[src/hw/rtl/npd_pkg.sv]
`default_nettype none
// ----------------------------------------------------------------------------
// npd_pkg
// Shared types and constants for the nearest point distance level block.
// ----------------------------------------------------------------------------
package npd_pkg;

    localparam int PIU_W      = 5;
    localparam int BAND_W     = 8;
    localparam int LVL_W      = 4;
    localparam int CFG_DATA_W = 8;
    localparam int CFG_IDX_W  = 2;
    localparam int SQ_W       = 2 * (BAND_W + LVL_W);

    localparam logic [CFG_IDX_W-1:0] CFG_POINTS_IN_USE = 2'd0;
    localparam logic [CFG_IDX_W-1:0] CFG_BAND_WIDTH    = 2'd1;
    localparam logic [CFG_IDX_W-1:0] CFG_MAX_LEVEL     = 2'd2;

    localparam logic OP_WRITE = 1'b0;
    localparam logic OP_QUERY = 1'b1;

    localparam logic [PIU_W-1:0]  PIU_RESET  = 5'd4;
    localparam logic [BAND_W-1:0] BAND_RESET = 8'd10;
    localparam logic [LVL_W-1:0]  MAXL_RESET = 4'd9;

    typedef enum logic [3:0] {
        S_IDLE  = 4'b0001,
        S_SCAN  = 4'b0010,
        S_LEVEL = 4'b0100,
        S_OUT   = 4'b1000
    } state_t;

endpackage : npd_pkg
`default_nettype wire

[src/hw/rtl/npd_ram.sv]
`default_nettype none
// ----------------------------------------------------------------------------
// npd_ram
// Generic single-write, single-read RAM with registered read data.
// ----------------------------------------------------------------------------
module npd_ram #(
    parameter int WIDTH = 20,
    parameter int DEPTH = 16,
    parameter int AW    = (DEPTH > 1) ? $clog2(DEPTH) : 1
) (
    input  wire logic             clk,
    input  wire logic             wr_en,
    input  wire logic [AW-1:0]    wr_addr,
    input  wire logic [WIDTH-1:0] wr_data,
    input  wire logic             rd_en,
    input  wire logic [AW-1:0]    rd_addr,
    output logic      [WIDTH-1:0] rd_data
);

    logic [WIDTH-1:0] mem [DEPTH];
    logic [WIDTH-1:0] rd_data_reg;

    always_ff @(posedge clk)
    begin
        if (wr_en)
        begin
            mem[wr_addr] <= wr_data;
        end
        if (rd_en)
        begin
            rd_data_reg <= mem[rd_addr];
        end
    end

    assign rd_data = rd_data_reg;

endmodule : npd_ram
`default_nettype wire

[src/hw/rtl/npd_scan.sv]
`default_nettype none
// ----------------------------------------------------------------------------
// npd_scan
// Walks the point table one entry per cycle and keeps the smallest squared
// distance; lowest index wins on ties.
// ----------------------------------------------------------------------------
module npd_scan
    import npd_pkg::*;
#(
    parameter int COORD_BITS = 10,
    parameter int SLOT_BITS  = 4,
    parameter int DIST_BITS  = 2 * COORD_BITS + 1
) (
    input  wire logic                    clk,
    input  wire logic                    rst_n,
    input  wire logic                    start,
    input  wire logic [SLOT_BITS-1:0]    n_last,
    input  wire logic [COORD_BITS-1:0]   qx,
    input  wire logic [COORD_BITS-1:0]   qy,
    output logic                         rd_en,
    output logic      [SLOT_BITS-1:0]    rd_addr,
    input  wire logic [2*COORD_BITS-1:0] rd_data,
    output logic                         done,
    output logic      [DIST_BITS-1:0]    best_d,
    output logic      [SLOT_BITS-1:0]    best_idx
);

    logic                    issuing_reg;
    logic [SLOT_BITS-1:0]    cnt_reg;
    logic                    v1_reg, last1_reg;
    logic [SLOT_BITS-1:0]    idx1_reg;
    logic                    v2_reg, last2_reg;
    logic [SLOT_BITS-1:0]    idx2_reg;
    logic [2*COORD_BITS-1:0] sqx_reg, sqy_reg;
    logic                    done_reg;
    logic [DIST_BITS-1:0]    best_d_reg;
    logic [SLOT_BITS-1:0]    best_idx_reg;

    logic [COORD_BITS-1:0]   px, py, dx, dy;
    logic [DIST_BITS-1:0]    d_sum;

    assign rd_en   = issuing_reg;
    assign rd_addr = cnt_reg;

    assign px = rd_data[2*COORD_BITS-1:COORD_BITS];
    assign py = rd_data[COORD_BITS-1:0];
    assign dx = (px >= qx) ? (px - qx) : (qx - px);
    assign dy = (py >= qy) ? (py - qy) : (qy - py);
    assign d_sum = DIST_BITS'(sqx_reg) + DIST_BITS'(sqy_reg);

    always_ff @(posedge clk or negedge rst_n)
    begin
        if (!rst_n)
        begin
            issuing_reg <= 1'b0;
            cnt_reg     <= '0;
            v1_reg      <= 1'b0;
            v2_reg      <= 1'b0;
            done_reg    <= 1'b0;
        end
        else
        begin
            if (start)
            begin
                issuing_reg <= 1'b1;
                cnt_reg     <= '0;
            end
            else if (issuing_reg)
            begin
                if (cnt_reg == n_last)
                begin
                    issuing_reg <= 1'b0;
                end
                else
                begin
                    cnt_reg <= cnt_reg + 1'b1;
                end
            end
            v1_reg   <= issuing_reg;
            v2_reg   <= v1_reg;
            done_reg <= v2_reg && last2_reg;
        end
    end

    always_ff @(posedge clk)
    begin
        idx1_reg  <= cnt_reg;
        last1_reg <= (cnt_reg == n_last);
        idx2_reg  <= idx1_reg;
        last2_reg <= last1_reg;
        sqx_reg   <= dx * dx;
        sqy_reg   <= dy * dy;
        if (v2_reg && ((idx2_reg == '0) || (d_sum < best_d_reg)))
        begin
            best_d_reg   <= d_sum;
            best_idx_reg <= idx2_reg;
        end
    end

    assign done     = done_reg;
    assign best_d   = best_d_reg;
    assign best_idx = best_idx_reg;

endmodule : npd_scan
`default_nettype wire

[src/hw/rtl/npd_level.sv]
`default_nettype none
// ----------------------------------------------------------------------------
// npd_level
// Steps through level thresholds (band_width*k)^2, built up by adds, one
// threshold per cycle, and keeps the largest k, up to max_level, whose threshold is not above the distance.
// ----------------------------------------------------------------------------
module npd_level
    import npd_pkg::*;
#(
    parameter int DIST_BITS = 21
) (
    input  wire logic                 clk,
    input  wire logic                 rst_n,
    input  wire logic                 start,
    input  wire logic [DIST_BITS-1:0] best_d,
    input  wire logic [BAND_W-1:0]    band_width,
    input  wire logic [LVL_W-1:0]     max_level,
    output logic                      done,
    output logic      [LVL_W-1:0]     level
);

    localparam int CMP_W = (DIST_BITS > SQ_W) ? DIST_BITS : SQ_W;

    logic              busy_reg;
    logic [LVL_W-1:0]  k_reg, lvl_reg;
    logic [SQ_W-1:0]   sq_reg, inc_reg, bsq_reg;
    logic              hit, finish;

    assign hit    = (CMP_W'(sq_reg) <= CMP_W'(best_d)) && (max_level != '0);
    assign finish = !hit || (k_reg == max_level);
    assign done   = busy_reg && finish;
    assign level  = lvl_reg;

    always_ff @(posedge clk or negedge rst_n)
    begin
        if (!rst_n)
        begin
            busy_reg <= 1'b0;
        end
        else if (start)
        begin
            busy_reg <= 1'b1;
        end
        else if (done)
        begin
            busy_reg <= 1'b0;
        end
    end

    always_ff @(posedge clk)
    begin
        bsq_reg <= SQ_W'(band_width) * SQ_W'(band_width);
        if (start)
        begin
            k_reg   <= {{(LVL_W-1){1'b0}}, 1'b1};
            lvl_reg <= '0;
            sq_reg  <= bsq_reg;
            inc_reg <= bsq_reg;
        end
        else if (busy_reg)
        begin
            if (hit)
            begin
                lvl_reg <= k_reg;
            end
            k_reg   <= k_reg + 1'b1;
            inc_reg <= inc_reg + {bsq_reg[SQ_W-2:0], 1'b0};
            sq_reg  <= sq_reg + inc_reg + {bsq_reg[SQ_W-2:0], 1'b0};
        end
    end

    a_k_in_range: assert property (@(posedge clk) disable iff (!rst_n)
        busy_reg && (max_level != '0) |-> (k_reg <= max_level))
        else $error("level step beyond max_level");

    a_done_ends: assert property (@(posedge clk) disable iff (!rst_n)
        done && !start |=> !busy_reg)
        else $error("level stepper still busy after done");

    a_lvl_bound: assert property (@(posedge clk) disable iff (!rst_n)
        busy_reg |-> (lvl_reg < k_reg))
        else $error("level ran ahead of step counter");

endmodule : npd_level
`default_nettype wire

[src/hw/rtl/nearest_point_distance_level.sv]
`default_nettype none
// ----------------------------------------------------------------------------
// nearest_point_distance_level
// Finds the nearest stored reference point to a queried position and returns
// its slot and the quantized distance level.
// ----------------------------------------------------------------------------
// Write item: stored in the table RAM at the accepting edge.
// Query: the points searched are read from the table (one RAM read per cycle),
//   then the threshold steps run (one per cycle, at least one, at most
//   max_level when max_level is nonzero).
// One query at a time; the next item is taken once the result is transferred.
// Reset clears control state and loads the register defaults; table contents
//   stay undefined until written.
module nearest_point_distance_level
    import npd_pkg::*;
#(
    parameter int MAX_POINTS = 16,
    parameter int COORD_BITS = 10,
    parameter int SLOT_BITS  = (MAX_POINTS > 1) ? $clog2(MAX_POINTS) : 1
) (
    input  wire logic                  clk,
    input  wire logic                  rst_n,
    input  wire logic                  in_valid,
    output logic                       in_stall,
    input  wire logic                  op,
    input  wire logic [SLOT_BITS-1:0]  slot,
    input  wire logic [COORD_BITS-1:0] pos_x,
    input  wire logic [COORD_BITS-1:0] pos_y,
    output logic                       out_valid,
    input  wire logic                  out_stall,
    output logic      [LVL_W-1:0]      level,
    output logic      [SLOT_BITS-1:0]  nearest_slot,
    input  wire logic                  cfg_we,
    input  wire logic [CFG_IDX_W-1:0]  cfg_index,
    input  wire logic [CFG_DATA_W-1:0] cfg_data
);

    localparam int DIST_BITS = 2 * COORD_BITS + 1;

    state_t                 state_reg, state_next;
    logic [PIU_W-1:0]       piu_reg;
    logic [BAND_W-1:0]      band_reg;
    logic [LVL_W-1:0]       maxl_reg;
    logic [COORD_BITS-1:0]  qx_reg, qy_reg;

    logic                   in_xfer, out_xfer, query_xfer, tbl_wr;
    logic [15:0]            n_full;
    logic [SLOT_BITS-1:0]   n_last;

    logic                   rd_en;
    logic [SLOT_BITS-1:0]   rd_addr;
    logic [2*COORD_BITS-1:0] rd_data;
    logic                   scan_done, lvl_done;
    logic [DIST_BITS-1:0]   best_d;

    assign in_stall   = (state_reg != S_IDLE);
    assign in_xfer    = in_valid && !in_stall;
    assign query_xfer = in_xfer && (op == OP_QUERY);
    assign tbl_wr     = in_xfer && (op == OP_WRITE) && (32'(slot) < MAX_POINTS);
    assign out_valid  = (state_reg == S_OUT);
    assign out_xfer   = out_valid && !out_stall;

    always_comb
    begin
        n_full = {{(16-PIU_W){1'b0}}, piu_reg};
        if (n_full == 16'd0)
        begin
            n_full = 16'd1;
        end
        if (32'(n_full) > MAX_POINTS)
        begin
            n_full = 16'(MAX_POINTS);
        end
        n_last = SLOT_BITS'(n_full - 16'd1);
    end

    always_comb
    begin
        state_next = state_reg;
        case (state_reg)
            S_IDLE:
            begin
                if (query_xfer)
                begin
                    state_next = S_SCAN;
                end
            end
            S_SCAN:
            begin
                if (scan_done)
                begin
                    state_next = S_LEVEL;
                end
            end
            S_LEVEL:
            begin
                if (lvl_done)
                begin
                    state_next = S_OUT;
                end
            end
            S_OUT:
            begin
                if (out_xfer)
                begin
                    state_next = S_IDLE;
                end
            end
            default:
            begin
                state_next = S_IDLE;
            end
        endcase
    end

    always_ff @(posedge clk or negedge rst_n)
    begin
        if (!rst_n)
        begin
            state_reg <= S_IDLE;
            piu_reg   <= PIU_RESET;
            band_reg  <= BAND_RESET;
            maxl_reg  <= MAXL_RESET;
        end
        else
        begin
            state_reg <= state_next;
            if (cfg_we)
            begin
                case (cfg_index)
                    CFG_POINTS_IN_USE: piu_reg  <= cfg_data[PIU_W-1:0];
                    CFG_BAND_WIDTH:    band_reg <= cfg_data[BAND_W-1:0];
                    CFG_MAX_LEVEL:     maxl_reg <= cfg_data[LVL_W-1:0];
                    default:           ;
                endcase
            end
        end
    end

    always_ff @(posedge clk)
    begin
        if (query_xfer)
        begin
            qx_reg <= pos_x;
            qy_reg <= pos_y;
        end
    end

    npd_ram #(
        .WIDTH (2 * COORD_BITS),
        .DEPTH (MAX_POINTS),
        .AW    (SLOT_BITS)
    ) u_table (
        .clk     (clk),
        .wr_en   (tbl_wr),
        .wr_addr (slot),
        .wr_data ({pos_x, pos_y}),
        .rd_en   (rd_en),
        .rd_addr (rd_addr),
        .rd_data (rd_data)
    );

    npd_scan #(
        .COORD_BITS (COORD_BITS),
        .SLOT_BITS  (SLOT_BITS),
        .DIST_BITS  (DIST_BITS)
    ) u_scan (
        .clk      (clk),
        .rst_n    (rst_n),
        .start    (query_xfer),
        .n_last   (n_last),
        .qx       (qx_reg),
        .qy       (qy_reg),
        .rd_en    (rd_en),
        .rd_addr  (rd_addr),
        .rd_data  (rd_data),
        .done     (scan_done),
        .best_d   (best_d),
        .best_idx (nearest_slot)
    );

    npd_level #(
        .DIST_BITS (DIST_BITS)
    ) u_level (
        .clk        (clk),
        .rst_n      (rst_n),
        .start      (scan_done),
        .best_d     (best_d),
        .band_width (band_reg),
        .max_level  (maxl_reg),
        .done       (lvl_done),
        .level      (level)
    );

    a_no_overlap: assert property (@(posedge clk) disable iff (!rst_n)
        in_xfer |-> !out_valid)
        else $error("input transfer while a result is pending");

    a_level_sat: assert property (@(posedge clk) disable iff (!rst_n)
        out_valid |-> (level <= maxl_reg))
        else $error("level above max_level");

    a_out_after_level: assert property (@(posedge clk) disable iff (!rst_n)
        $rose(out_valid) |-> $past(lvl_done))
        else $error("result shown without finished level search");

    a_scan_in_state: assert property (@(posedge clk) disable iff (!rst_n)
        scan_done |-> (state_reg == S_SCAN))
        else $error("scan finished outside scan state");

endmodule : nearest_point_distance_level
`default_nettype wire

[config.mk]
export PLATFORM = sky130hd
export DESIGN_NAME = nearest_point_distance_level
export DESIGN_NICKNAME = d
export VERILOG_FILES = /design/src/hw/rtl/npd_pkg.sv /design/src/hw/rtl/npd_ram.sv /design/src/hw/rtl/npd_scan.sv /design/src/hw/rtl/npd_level.sv /design/src/hw/rtl/nearest_point_distance_level.sv
export SDC_FILE = /design/constraint.sdc
export NUM_CORES = 1
export LEC_CHECK = 0
export BUFFER_PORTS_ARGS = -buffer_cell sky130_fd_sc_hd__buf_4
export CELL_PAD_IN_SITES_DETAIL_PLACEMENT = 1
export CELL_PAD_IN_SITES_GLOBAL_PLACEMENT = 1
export CORE_MARGIN = 3
export CORE_UTILIZATION = 35
export DETAILED_ROUTE_END_ITERATION = 16
export MAX_ROUTING_LAYER = met4
export PLACE_DENSITY_LB_ADDON = 0.1
export SYNTH_ARGS = -nofsm -noshare
export SYNTH_HDL_FRONTEND = slang
export SYNTH_SLANG_ARGS = --single-unit
[constraint.sdc]
create_clock -name clk -period 15.9 [get_ports clk]
set_input_delay 1.59 -clock clk [delete_from_list [all_inputs] [get_ports clk]]
set_output_delay 1.59 -clock clk [all_outputs]
set_load 0.01 [all_outputs]
==> metrics.md, run 1 <==
| Metric | Value |
|---|---|
| Status | completed |
| Worst Setup SP | u_table.rd_data[10] |
| Max-slew violations | 0 |
| Slowest cell on crit path | xnor2_1 |
| Most numerous cell in the Yosys netlist | edfxtp_1 |
| Post-Route Skew | 0.0481 ns |
| Synth Warn # | 0 |
| Final clock period utilization by the worst path | between 50 and 60% |
| DRC violations left | 0 |
| Slew headroom | 27.2% |
| Worst r2r src | u_table.rd_data[10] |
| Clk pin slew, worst setup/hold paths | 0.06 ns |
| Top cells by count, synth | edfxtp_1, inv_1, ha_1 |
| Die area | 93300 um^2 |
| H-tree depth | 2 |
| Compound-gate portion of the synthesized area | 9.08% |
| Post-synth EDFFs | 417 |
| Wire per inst | 20.7 um |
| CTS Hold Buffers Added | 0 |
| Dominant synthesized flop cell | edfxtp_1 |
| Largest net degree at the start of global routing | 75 |
| Number of gates resized after CTS | 0 |
| Post-Layout Cell Count | 3834 |
| Gr ovfl total | 0 |
| Syn Inst Count | 2536 |
| Post-synthesis adder-cell area fraction | between 10% and 20% |
| Largest cells by area after synthesis | edfxtp_1, ha_1, fa_1 |
| Syn_area_per_cell | 12.4 um^2 |
| Max frequency | 124 MHz |
| Horiz. Die Dim | 305 um |
| Core area | just under 90000 um^2 |
| Mux cell area share after synthesis | 7.09% |
| Starting Density | 35.4% |
| DRT Wirelength | 79.5 mm |
| PortBufs | 49 |
| Worst-margin pin slew | 1.08 ns |
| Worst path arrival time | 8.58 ns |
| Largest area contributor in the netlist | edfxtp_1 |
| Distinct cells, synth | 98 |
| Hold Crit Class | reg -> reg |
| DP HPWL | 57.3 mm |
| Largest family of logic cells by synthesized area | adder cells |
| First-pass GRT wire length | ~130 mm |
| Cell Area, Synth | about 31000 um^2 |
| Die Height | 305 um |
| Initial antenna violation count | 1 |
| Clk sinks | 534 |
| Crit end category | flop |
| Worst setup SP type | flop |
| Share of layout cells above drive strength 1 | approximately an eighth |
| First-pass DRT Iterations | 4 |
| Max clock buf depth | 3 |
| Final GP Congestion | 0.804 |
| Placed Cells | 3720 |
| Site Rows | 109 |
| Root Driver | clkbuf_16 |
| Initial drt markers | 819 |
| Area Growth Syn to Fin | 12.3% |
| Synthesis-stage register bit count | 534 |
| RSZ-0062 raised after global routing | false |
| Clock Latency Late Sink | 0.64 ns |
| Post-DR vias/cell | about 5.0 |
| # nets final | just over 3000 |
| Simple-Gate Fraction of Synth Area | 7.38% |
| HP Start | u_scan.idx1_reg[1] |
| Worst Setup Path Type | reg -> reg |
| Worst path max stage delay | 0.85 ns |
| Number of global-route vias before repair | approximately 22000 |
| Register area | 15000 um^2 |
| Fin crit period | between 8 and 9 ns |
| Multi-input combinational cell area | 15100 um^2 |
| Worst-path maximum fanout | 11 |
| XOR/XNOR Fraction of Synth Area | 4.41% |
| Register area share after synthesis | 47.9% |
| IO Count | 50 |
| Fillers | 9384 |
| Number of clock buffers inserted by TritonCTS | 60 |
| Gr usage total | 17.7% |
| Max_cap viols | 0 |
| Final setup violation count | 0 |
| Post-CTS Setup Repair Bufs | 0 |
| Worst endpoint required time | 16.39 ns |
| Max reg flops | 320 |
| Via count | between 15000 and 20000 |
| Post-Syn Nets | roughly 3000 |
| TritonCTS clock tree | built |
| Setup TNS | 0 ns |
| Async set-reset flop share out of synthesis | 5.62% |
| Final Hold Viols | 0 |
| Top cell by count, worst path | fa_1 |
| Share of the synthesized area in the top cell type | between 30% and 40% |
| Antenna viol nets, final | 0 |
logic make-up (layout without fill, tap and decap cells):
| group | after synthesis | after routing |
|---|---|---|
| xor gates and xnor gates | 149 | 149 |
| and+or+nand+nor | 486 | 486 |
| other | 0 | 1 |
| adders and majority gates | 414 | 414 |
| DFF | 534 | 534 |
| AOI/OAI and AO/OA | 431 | 431 |
| buffers and inverters | 355 | 487 |
| muxes | 167 | 167 |
layout by cell type, fill, tap and decap left out, drive strengths merged, types with 7 or more instances in the layout:
cell type  count
nor2b         20
or3           10
edfxtp       417
mux4          40
fa           140
nor2         162
xnor2         98
a221oi        20
or2            7
a31oi          8
clkinv        32
o211ai         7
nand4         12
o21ai        106
clkbuf        69
inv          297
xor2          51
a21o          52
nor3          28
and2          24
and3          11
o21a          16
buf           79
dfxtp         87
nand3         20
nand2b        32
dfrtp         24
nand2        134
mux2i         91
o31ai          9
a211oi        15
a22oi         20
ha           274
mux2          36
a21oi        114
o21bai        17
final cells by class:
type	count	area share, %
multi-input combinational	1647	42.7
sequential	534	42.6
clock buffer	69	4.41
tap	1165	4.14
inverter	295	3.15
timing repair buffer	79	1.68
clock inverter	44	1.24
antenna	1	0.00710
through the flow:
step / cell area (um^2) / hold WS [ns] / setup WS, ns / utilization (%)
after floorplan: 31400 / 0.310 / 8.66 / -
after global placement: 33300 / 0.313 / 7.97 / 37.5
after detailed placement: 33300 / 0.315 / 7.79 / 37.5
after CTS: 35200 / 0.331 / 7.76 / 39.8
after global routing: 35200 / 0.332 / 7.14 / 39.8
final: 35200 / 0.328 / 7.81 / 39.8
routing by layer:
metal / track usage, % / share of wire [%]
met2: 31.5 / 52
met1: 21.5 / 43
met5: - / 0
met3: 2.08 / 2.4
met4: 4.04 / 2.1
final timing paths:
path / to / slack, ns / depth (start not counted)
min in group asynchronous: band_reg[7] / 0.91 / 1
max in group asynchronous: u_scan.done / 14.57 / 1
hold reg to reg: u_scan.idx2_reg[1] / 0.33 / 0
hold / removal: u_scan.idx2_reg[1] / 0.33 / 0
setup / recovery: u_scan.sqx_reg[18] / 7.81 / 29
setup reg to reg: u_scan.sqx_reg[18] / 7.81 / 29
critical path, delay by kind of cell, from the launching register on:
kind / cells / cell delay (ns)
compound gates: 11 / 2.28
xor+xnor: 2 / 0.98
fa+ha+maj: 8 / 3.44
buf+inv: 5 / 0.30
flops: 1 / 0.38
simple gates: 3 / 0.55
Power of run 1 is left out: the tool's default activity adds up to more than one toggle a clock period on the data nets, which glitch-free logic cannot reach.
==> run 2: changes to the inputs <==
- clock period: 15.9 -> 7.11 ns (I/O delays scaled with it)
==> run 2 against run 1 <==
Register-to-register slack worse by 7.8 ns. Global-route usage grew 0.48 points. Final area is 5.8% higher. Sequential cell count unchanged. Non-clock buffer count increased by 171. Maximum frequency up 14%. First-iteration DRC count up 1.6%.
==> metrics.md, run 2 (same netlist as run 1, synthesis figures left out) <==
| Metric | Value |
|---|---|
| Status | completed |
| Antenna viol nets, final | 0 |
| # nets final | roughly 3200 |
| Slew headroom | about 18% |
| Final Hold Viols | 0 |
| Crit-path leading delay family | adder cells |
| Max reg flops | 320 |
| Final setup violation count | 0 |
| HP Start | u_scan.idx1_reg[1] |
| Max-slew violations | 0 |
| Slowest cell on crit path | fa_2 |
| Cell count along the critical path | 32 |
| Worst-path maximum fanout | 4 |
| Max_cap viols | 0 |
| WP buf/inv | 10 |
| Max clock buf depth | 3 |
| Number of clock buffers inserted by TritonCTS | 61 |
| Final clock period utilization by the worst path | between 90 and 100% |
| Max frequency | roughly 140 MHz |
| H-tree depth | 2 |
| Worst Setup SP | u_table.rd_data[10] |
| Crit end category | flop |
| Clk sinks | 534 |
| Worst setup margin | 0.00703 ns |
| Clk pin slew, worst setup/hold paths | 0.06 ns |
| Initial antenna violation count | 1 |
| Gr ovfl total | 0 |
| IO Count | 50 |
| Fin crit period | 7.10 ns |
| Final design utilization | 42.1% |
| Area Growth Syn to Fin | 18.9% |
| DRC violations left | 0 |
| Hold Crit Class | reg -> reg |
| N_diodes | 0 |
| PortBufs | 49 |
| Pre-CTS setup slack | -0.430 ns |
| Share of layout cells above drive strength 1 | 21.2% |
| Initial drt markers | between 800 and 900 |
| Wire per inst | 20.4 um |
| FF-to-FF End | u_scan.sqx_reg[19] |
| Cell area after layout | 37300 um^2 |
| Worst path arrival time | 7.63 ns |
| Via count | 20000 |
| R2R cell count | 32 |
| Post-DR vias/cell | ~5.0 |
| Min-Delay Path Depth | 0 |
| RSZ-0062 raised after global routing | true |
| Placed Area | 34300 um^2 |
| Worst Setup Path Type | reg -> reg |
| Horiz. Die Dim | 305 um |
| Largest net degree at the start of global routing | between 70 and 80 |
| Clock Latency Late Sink | between 0.6 and 0.7 ns |
| TritonCTS clock tree | built |
| Worst r2r src | u_table.rd_data[10] |
| Starting Density | 35.4% |
| Die area | about 93000 um^2 |
| Worst endpoint required time | between 7 and 8 ns |
| Number of global-route vias before repair | 22200 |
| Worst setup SP type | flop |
| DRT Wirelength | between 80 and 90 mm |
| First-pass DRT Iterations | 5 |
| First-pass GRT wire length | 128 mm |
| DP HPWL | 58.7 mm |
| Site Rows | 109 |
| Die Height | 305 um |
| Core area | 88600 um^2 |
| FF-to-FF setup slack | 0.007 ns |
| Final GP Congestion | 0.803 |
| Worst-margin pin slew | 1.23 ns |
| Commonest non-fill, non-tap cell in the layout | edfxtp_1 |
| Worst path max stage delay | 0.56 ns |
| Post-Route Skew | between 0.05 and 0.06 ns |
| WHS Endpoint | u_scan.idx2_reg[1] |
| Gr usage total | 18.2% |
| Most frequent cells in the layout | edfxtp_1, inv_1, ha_1 |
| Root Driver | clkbuf_16 |
run 2: worst max path at each step:
stage / slack [ns] / to
global placement: -0.28 / u_scan.sqx_reg[18]
global route: -0.33 / u_scan.sqx_reg[19]
detailed placement: -0.43 / u_scan.sqx_reg[18]
floorplan: -0.01 / u_scan.sqx_reg[18]
finish: 0.007 / u_scan.sqx_reg[19]
CTS: -0.02 / u_scan.sqx_reg[18]
run 2: worst reg2reg max path, delay by kind of cell (launching register included):
family | cells | cell delay (ns)
adders and majority gates | 7 | 3.09
muxes | 1 | 0.29
AOI/OAI and AO/OA | 9 | 1.56
buffers and inverters | 10 | 0.95
and+or+nand+nor | 3 | 0.40
DFF | 1 | 0.41
xor gates and xnor gates | 2 | 0.28
run 2: stage by stage:
stage / std cells / hold WS (ns) / setup TNS, ns
floorplan: 2536 / 0.310 / -0.0113
global placement: 3856 / 0.314 / -1.09
detailed placement: 3856 / 0.314 / -3.05
CTS: 3987 / 0.276 / -0.0235
global route: 4006 / 0.294 / -2.18
finish: 4006 / 0.279 / 0
run 2: layout make-up:
cell class,count,area [um^2]
Inverter,295,1110
Timing Repair Buffer,250,1930
Clock buffer,78,1650
Fill cell,9391,51300
Tap cell,1165,1460
Multi-Input combinational cell,1647,15700
Clock inverter,37,419
Sequential cell,534,15000
run 2: what timing repair did:
| action | in CTS | in global routing |
|---|---|---|
| hold endpoints to repair | 7 | 0 |
| gates resized for setup | 64 | 80 |
| hold buffers | 1 | 0 |
| setup buffers | 15 | 20 |
| endpoints found under the setup margin | 14 | 19 |
| pin swaps | 62 | 75 |
run 2: layer usage:
metal  routed length, um  GRT usage [%]  up-vias
met2               41700           31.8      210
met3                2350           2.12      116
met4                2640           5.65        0
met5                   0              -        -
met1               35100           22.0    10200
li1                    -              -     9532
Power of run 2 is left out for the same reason.
==> run 3: changes to the inputs <==
- clock period: 7.11 -> 7.02 ns (I/O delays scaled with it)
==> run 3 against run 2 <==
The flow now finishes with violations (setup timing). Maximum frequency down 0.41%. Routed wire length increased by 2.1%. Sequential share of layout area fell by 0.58 points.
==> metrics.md, run 3 (same netlist as run 1, synthesis figures left out) <==
| Metric | Value |
|---|---|
| Worst setup margin | -0.112 ns |
| Clk pin slew, worst setup/hold paths | around 0.060 ns |
| H-tree depth | 2 |
| Worst path arrival time | 7.64 ns |
| WP buf/inv | 7 |
| Final Hold Viols | 0 |
| Site Rows | 109 |
| Final design utilization | 42.7% |
| Area Growth Syn to Fin | 20.6% |
| Setup TNS | -0.271 ns |
| Post-Route Skew | 0.0249 ns |
| Max clock buf depth | 3 |
| R2R cell count | 31 |
| Antenna viol nets, final | 0 |
| Initial drt markers | 838 |
| Core area | 88600 um^2 |
| Starting Density | about 35% |
| Max_cap viols | 0 |
| Root Driver | clkbuf_16 |
| Worst endpoint required time | approximately 7.5 ns |
| Worst-margin pin slew | 1.32 ns |
| Max reg flops | 320 |
| TritonCTS clock tree | built |
| Top cell by count, worst path | fa_1 |
| Cell count along the critical path | 31 |
| Largest net degree at the start of global routing | 75 |
| Worst Setup Path Type | reg -> reg |
| Share of layout cells above drive strength 1 | around a quarter |
| Slew headroom | 12.3% |
| Commonest non-fill, non-tap cell in the layout | edfxtp_1 |
| Worst path max stage delay | 0.57 ns |
| Fillers | 9306 |
| Worst-path maximum fanout | 6 |
| Worst setup SP type | flop |
| Die Height | 305 um |
| Most frequent cells in the layout | edfxtp_1, inv_1, buf_4 |
| DP HPWL | 59.4 mm |
| Worst Setup SP | u_table.rd_data[10] |
| Max-slew violations | 0 |
| First-pass GRT wire length | 130 mm |
| Status | finished, violations left |
| FF-to-FF setup slack | -0.11 ns |
| Wire per inst | approximately 21 um |
| Crit end category | flop |
| Gr usage total | a little under a fifth |
| Gr ovfl total | 0 |
| CTS Hold Buffers Added | 0 |
| DRT Wirelength | about 84 mm |
| Crit-path leading delay family | adder cells |
| DRC violations left | 0 |
| Clock Latency Late Sink | 0.64 ns |
| Worst Setup EP | u_scan.sqx_reg[18] |
| Hold slack | 0.0371 ns |
| # nets final | 3272 |
| Max frequency | 140 MHz |
| Fin crit period | 7.13 ns |
| IO Count | 50 |
| Post-DR vias/cell | 5.03 |
| Final setup violation count | 5 |
| FF-to-FF End | u_scan.sqx_reg[18] |
| PortBufs | 49 |
| Initial antenna violation count | 1 |
| Final clock period utilization by the worst path | 102% |
| Horiz. Die Dim | 305 um |
| Die area | 93300 um^2 |
| Number of global-route vias before repair | approximately 23000 |
| RSZ-0062 raised after global routing | true |
| Final GP Congestion | 0.818 |
| Via count | 20300 |
| Hold Crit Class | in -> async |
| Slowest cell on crit path | fa_1 |
| Failing checks | setup timing |
| Clk sinks | 534 |
| Number of clock buffers inserted by TritonCTS | 61 |
| Worst r2r src | u_table.rd_data[10] |
| First-pass DRT Iterations | 4 |
[run 3: timing repair]
item,CTS,global route
setup buffers,45,16
endpoints found under the hold margin,0,0
pin swaps,93,76
cloned,0,0
endpoints found under the setup margin,15,19
resized for setup,91,84
[run 3: area by class of cell]
class	instances	area (um^2)	area share [%]
clock inverter	46	508	1.34
tap	1165	1460	3.85
multi-input combinational	1647	16000	42.3
antenna	2	5.00	0.0132
sequential	534	15000	39.7
clock buffer	66	1590	4.19
timing repair buffer	279	2150	5.69
inverter	295	1110	2.94
[run 3: worst min path at each step]
stage	endpoint	slack, ns	cells after the start
6_report	piu_reg[4]	0.04	1
3_3_place_gp	u_scan.idx2_reg[3]	0.31	0
4_1_cts	piu_reg[4]	0.01	1
5_1_grt	piu_reg[3]	0.03	1
2_1_floorplan	u_scan.idx2_reg[0]	0.31	0
3_5_place_dp	u_scan.idx2_reg[0]	0.31	0
[run 3: through the flow]
step / setup WS, ns / cell area [um^2] / instances
floorplan: 0.0102 / 31400 / 2536
global placement: -0.244 / 34400 / 3863
detailed placement: -0.442 / 34400 / 3863
CTS: -0.0483 / 37300 / 4018
global route: -0.429 / 37800 / 4033
finish: -0.112 / 37900 / 4034
[run 3: layer usage]
layer	GRT usage, %	vias up	wire length [um]
li1	-	9588	-
met1	22.2	10400	35500
met2	33.0	210	43600
met3	2.17	100	2320
met4	4.83	0	2100
met5	-	-	0
Power of run 3 is left out for the same reason.
